## src/rtl/crr_pkg.sv

```systemverilog
`timescale 1ns / 1ps
package crr_pkg;

  localparam int STAGE_COUNT       = 7;
  localparam int WINDOWS_PER_STAGE = 64;
  localparam int WORD_W            = 32;
  localparam int KIND_W            = 2;
  localparam int STAGE_W           = 3;
  localparam int QUEUE_DEPTH       = 2;

  localparam int STAGE_IDX_W = (STAGE_COUNT > 1) ? $clog2(STAGE_COUNT) : 1;
  localparam int SCAN_W      = $clog2(STAGE_COUNT + 1);
  localparam int FILL_W      = $clog2(WINDOWS_PER_STAGE + 1);
  localparam int WIN_IDX_W   = (WINDOWS_PER_STAGE > 1) ? $clog2(WINDOWS_PER_STAGE) : 1;
  localparam int TABLE_DEPTH = STAGE_COUNT * WINDOWS_PER_STAGE;
  localparam int TABLE_AW    = (TABLE_DEPTH > 1) ? $clog2(TABLE_DEPTH) : 1;
  localparam int ENTRY_W     = 3 * WORD_W;

  localparam logic [KIND_W-1:0] KIND_LOAD  = 2'd0;
  localparam logic [KIND_W-1:0] KIND_QUERY = 2'd1;
  localparam logic [KIND_W-1:0] KIND_CLEAR = 2'd2;

  localparam logic [WORD_W-1:0] NO_VALUE = '1;

  typedef enum logic [2:0] {
    OP_LOAD,
    OP_QUERY,
    OP_CLEAR,
    OP_DROP,
    OP_NOP
  } op_e;

  typedef struct packed {
    op_e                    op;
    logic [STAGE_IDX_W-1:0] stage;
    logic [WORD_W-1:0]      dst;
    logic [WORD_W-1:0]      src;
    logic [WORD_W-1:0]      len;
    logic [WORD_W-1:0]      key;
  } cmd_t;

endpackage

```

## src/rtl/crr_queue.sv

```systemverilog
`timescale 1ns / 1ps
module crr_queue import crr_pkg::*; (
  input  logic clk_i,
  input  logic rst_ni,
  input  logic wr_i,
  input  cmd_t wdata_i,
  output logic full_o,
  input  logic rd_i,
  output logic valid_o,
  output cmd_t rdata_o
);

  localparam int PTR_W = (QUEUE_DEPTH > 1) ? $clog2(QUEUE_DEPTH) : 1;
  localparam int CNT_W = $clog2(QUEUE_DEPTH + 1);

  cmd_t             slot_q [QUEUE_DEPTH];
  logic [PTR_W-1:0] wptr_q, wptr_d, rptr_q, rptr_d;
  logic [CNT_W-1:0] cnt_q, cnt_d;
  logic             do_wr, do_rd;

  assign full_o  = cnt_q == CNT_W'(QUEUE_DEPTH);
  assign valid_o = cnt_q != '0;
  assign rdata_o = slot_q[rptr_q];
  assign do_wr   = wr_i && !full_o;
  assign do_rd   = rd_i && valid_o;

  // Advance pointers with wrap.
  always_comb begin
    wptr_d = wptr_q;
    rptr_d = rptr_q;
    if (do_wr) begin
      wptr_d = (wptr_q == PTR_W'(QUEUE_DEPTH - 1)) ? '0 : wptr_q + 1'b1;
    end
    if (do_rd) begin
      rptr_d = (rptr_q == PTR_W'(QUEUE_DEPTH - 1)) ? '0 : rptr_q + 1'b1;
    end
    cnt_d = cnt_q + CNT_W'(do_wr) - CNT_W'(do_rd);
  end

  always_ff @(posedge clk_i or negedge rst_ni) begin
    if (!rst_ni) begin
      wptr_q <= '0;
      rptr_q <= '0;
      cnt_q  <= '0;
    end else begin
      wptr_q <= wptr_d;
      rptr_q <= rptr_d;
      cnt_q  <= cnt_d;
    end
  end

  // Store the item.
  always_ff @(posedge clk_i) begin
    if (do_wr) begin
      slot_q[wptr_q] <= wdata_i;
    end
  end

endmodule

```

## config.mk

```make
export PLATFORM = sky130hd
export DESIGN_NAME = crr_queue
export DESIGN_NICKNAME = d
export VERILOG_FILES = /design/src/rtl/crr_pkg.sv /design/src/rtl/crr_queue.sv
export SDC_FILE = /design/constraint.sdc
export NUM_CORES = 1
export LEC_CHECK = 0
export BUFFER_PORTS_ARGS = -buffer_cell sky130_fd_sc_hd__buf_2
export CELL_PAD_IN_SITES_DETAIL_PLACEMENT = 1
export CELL_PAD_IN_SITES_GLOBAL_PLACEMENT = 1
export CORE_MARGIN = 2
export CORE_UTILIZATION = 40
export DETAILED_ROUTE_END_ITERATION = 12
export MAX_ROUTING_LAYER = met4
export PLACE_DENSITY_LB_ADDON = 0.05
export SLEW_MARGIN = 20
export SYNTH_ARGS = -nofsm -noshare
export SYNTH_HDL_FRONTEND = slang
export SYNTH_SLANG_ARGS = --single-unit
```

## constraint.sdc

```tcl
create_clock -name clk_i -period 11.97 [get_ports clk_i]
set_clock_uncertainty 0.15 [all_clocks]
set_input_delay 1.7955 -clock clk_i [delete_from_list [all_inputs] [get_ports clk_i]]
set_output_delay 1.7955 -clock clk_i [all_outputs]
set_load 0.1 [all_outputs]
```

# Yosys cells after proc, flatten, opt, wreduce, memory -nomap -nowiden
# Memory sizes are Yosys's and may differ from the RTL's.
# Cells that the tools add are included.
# word_totals
latchBits	0
ramBits	268
word_cells	17
n_memories	1
output_inout_bits	136
mem_bits_ro	0
reg_bits	4
# memory_table
memory	words	word_bits	read_ports	rd_ports_with_merged_regs	wr	line_no	source
slot_q	2	134	1	0	1	crr_queue.sv:16	cmd_t slot_q [QUEUE_DEPTH];
# classes
n_mux	4
multipliers	0
div	0
n_shift	0
n_eq_ne	1
add_sub_neg	4
bitwise_logic	0
n_reduce_logical	4
magnitude_cmp	0
# op_table
operator	count
2-to-1 mux 1 bit	4
adder 1 bit, second input constant	2
adder 2 x 1 -> 2 bit	1
equality test 2 bit, second input constant	1
logical AND 1 bit	2
nonzero test 2 bit	1
subtractor 2 x 1 -> 2 bit	1
logical NOT 1 bit	1

# Depth between registers and ports, before layout
# depth
depth_word	5
depth_mapped	7
ltp_nobuf	7

# Worst setup path before layout
# OpenSTA, ideal clock, no wires.
# synth_timing
path_kind	input-to-reg
start	input port wr_i
end	memory slot_q[0][0] (netlist name), enable pin
required_time_ns	11.191
cell_stages	2
setup_slack_ns	3.735
t_arrival_ns	7.456
setup_ns	0.629
cell_sequence	nand2_1 -> nor2_1
# synth_via
elab_chain_cells	3
# synth_rtl
element	line_no	source
start, declared	crr_queue.sv:5	input logic wr_i,
logical AND 1 bit	crr_queue.sv:24	assign do_wr = wr_i && !full_o;
2-to-1 mux 1 bit	crr_queue.sv:54	if (do_wr) begin
2-to-1 mux 1 bit (implied by the code)	crr_queue.sv:55	slot_q[wptr_q] <= wdata_i;
end, declared	crr_queue.sv:16	
# No other way between the ends.

==> impl_results.md <==
* Setup TNS at 0 ns
* CTS buffer count at 29
* Final period util at 40.8%
* Largest net degree at the start of global routing at 67
* Clock period minus worst slack at between 4 and 5 ns
* Number of global-route vias before repair at roughly 5600
* Max_slew headroom at a little over a third
* Average wire per standard cell at between 15 and 20 µm
* ANT nets after route at 0
* Sequential fraction of the synthesis area at between 80% and 90%
* Root Buffer: clkbuf_16
* Layout cells sized above 1 at 60.6%
* CTS tree: done
* TritonRoute pass-1 iters at 4
* Ys flop type: edfxtp_1
* Core Region at 0.0250 mm²
* Resize count post-CTS at 0
* Initial DRC count at 182
* Yosys cell types at 16
* CP arrival at 2.93 ns
* Slew @ Worst Pin at 0.956 ns
* Site row count at 58
* Unrepaired setup endpoints after global routing: no
* Post-synth top cells: 268 x edfxtp_1, 84 x mux2_2, 50 x mux2_4
* CTS Sinks at 272
* WL final at 20700 µm
* Critical path launch point type: flop
* Async set-or-reset flop fraction in the synthesized netlist at 1.47%
* Grt total ovfl at 0
* DIE AREA at around 0.026 mm²
* Initial antenna violation count at 6
* Post-synth top area share at roughly four fifths
* Area Growth Syn to Fin at 25.5%
* RD Place Congestion at 0.737
* Syn_nets at 575
* Port buffer count at between 200 and 300
* Mapped Avg Cell Area at 23.1 µm²
* Nets at 870
* CTS clock-pin slew for the worst setup and hold paths at 0.06 ns
* Hold Vio Cnt, Final at 0
* Critical path capture point type: output port
* Most common cell in the netlist: edfxtp_1
* Cell taking the most area after synthesis: edfxtp_1
* Post-synthesis cell count at 435
* Clk_lat worst skew at 0.53 ns
* Kind of critical path: flop to output port
* Placed wire-length estimate at 13900 µm
* Die W at 163 µm
* Synth top area cells: edfxtp_1 80%, mux2_2 9.4%, mux2_4 7.5%
* Starting Density at roughly two fifths
* Post-CTS setup buffers at 0
* I/O pin total at around 270
* Outcome: completed
* First-pass GRT wire length at 31200 µm
* FF+latch count, synth at about 270
* HP Class: flop to flop
* DR vias at between 5000 and 6000
* Die Y at 163 µm
* Remaining DRCs at 0
* Post-synthesis cell area at 0.0101 mm²
* Endpoints failing setup at 0
* CP Data Required Time at 10.02 ns
* Count of pins over their slew limit at 0
* # hold bufs at CTS at 0
* Max-cap viol count at 0
* Bufs on Longest Clock Path at 3
* Max Clock Freq at 0.205 GHz
* CTS H-tree lvls at 1
* Post-synth EDFFs at approximately 270
* Crit Path Max Fanout at 66
* Syn. warnings at 0
* Overall global routing resource usage at 15.9%
* DR vias/cell at 4.63
worst max-delay path, cell delays in order (launching register included):
cell and delay [ns]:
dfrtp_4 0.77, buf_4 0.81, mux2_2 0.32, buf_2 0.43
routing by layer:
layer	share of wire (%)	GRT usage [%]	wire length (µm)
met5	0	-	0
met4	1.7	3.78	357
met3	9.1	5.32	1880
met2	49	26.1	10100
met1	40	19.0	8350
path summary, 6_finish.rpt:
kind | startpoint | endpoint | slack, ns | cells after the start
min reg2reg | cnt_q[1] | cnt_q[1] | 0.36 | 1
max reg2reg | cnt_q[1] | slot_q[0][14] | 9.34 | 4
max | rptr_q | rdata_o[36] | 7.09 | 3
max in group asynchronous | rst_ni | rptr_q | 10.63 | 1
min in group asynchronous | rst_ni | rptr_q | 0.91 | 1
min | cnt_q[1] | cnt_q[1] | 0.36 | 1
layout by cell type (no fill, tap or decap), types with 6 or more instances in the layout:
cell / n
buf_2: 273
buf_4: 6
clkbuf_1: 7
clkbuf_16: 29
clkinv_1: 7
clkinv_2: 9
diode_2: 7
edfxtp_1: 268
mux2_2: 84
mux2_4: 50
cell families (layout without fill, tap and decap cells):
kind of cell | Yosys count | in the layout | synth area share, %
fa+ha+maj | 2 | 2 | 0.249
flops | 272 | 272 | 81.0
xor+xnor | 4 | 4 | 0.348
other cells | 0 | 7 | 0
simple gates | 6 | 6 | 0.323
mux | 134 | 134 | 16.9
buf+inv | 17 | 334 | 1.26
registers in the layout, indices dropped and copies added, names as in the netlist:
name and flops:
wptr_q 1, rptr_q 1, cnt_q 2, slot_q 268
stage by stage:
stage               hold WS, ns  area, µm²  utilization (%)  setup slack [ns]  cells
global placement          0.328      11800             47.2              7.59   1029
CTS                       0.371      12600             50.5              6.97   1082
finish                    0.360      12600             50.6              7.09   1089
floorplan                 0.310      10100                -              3.74    435
detailed placement        0.360      11800             47.2              7.54   1029
global route              0.385      12600             50.6              6.89   1088
area by class of cell:
class,count,area (µm²)
antenna,7,17.5
clock buffer,36,752
clock inverter,17,78.8
fill,2394,12300
inverter,2,7.51
multi-input combinational,146,1800
sequential,272,8150
tap,330,413
timing repair buffer,279,1410
Power is left out: the tool's default activity adds up to more than one toggle a clock period on the data nets, which glitch-free logic cannot reach.
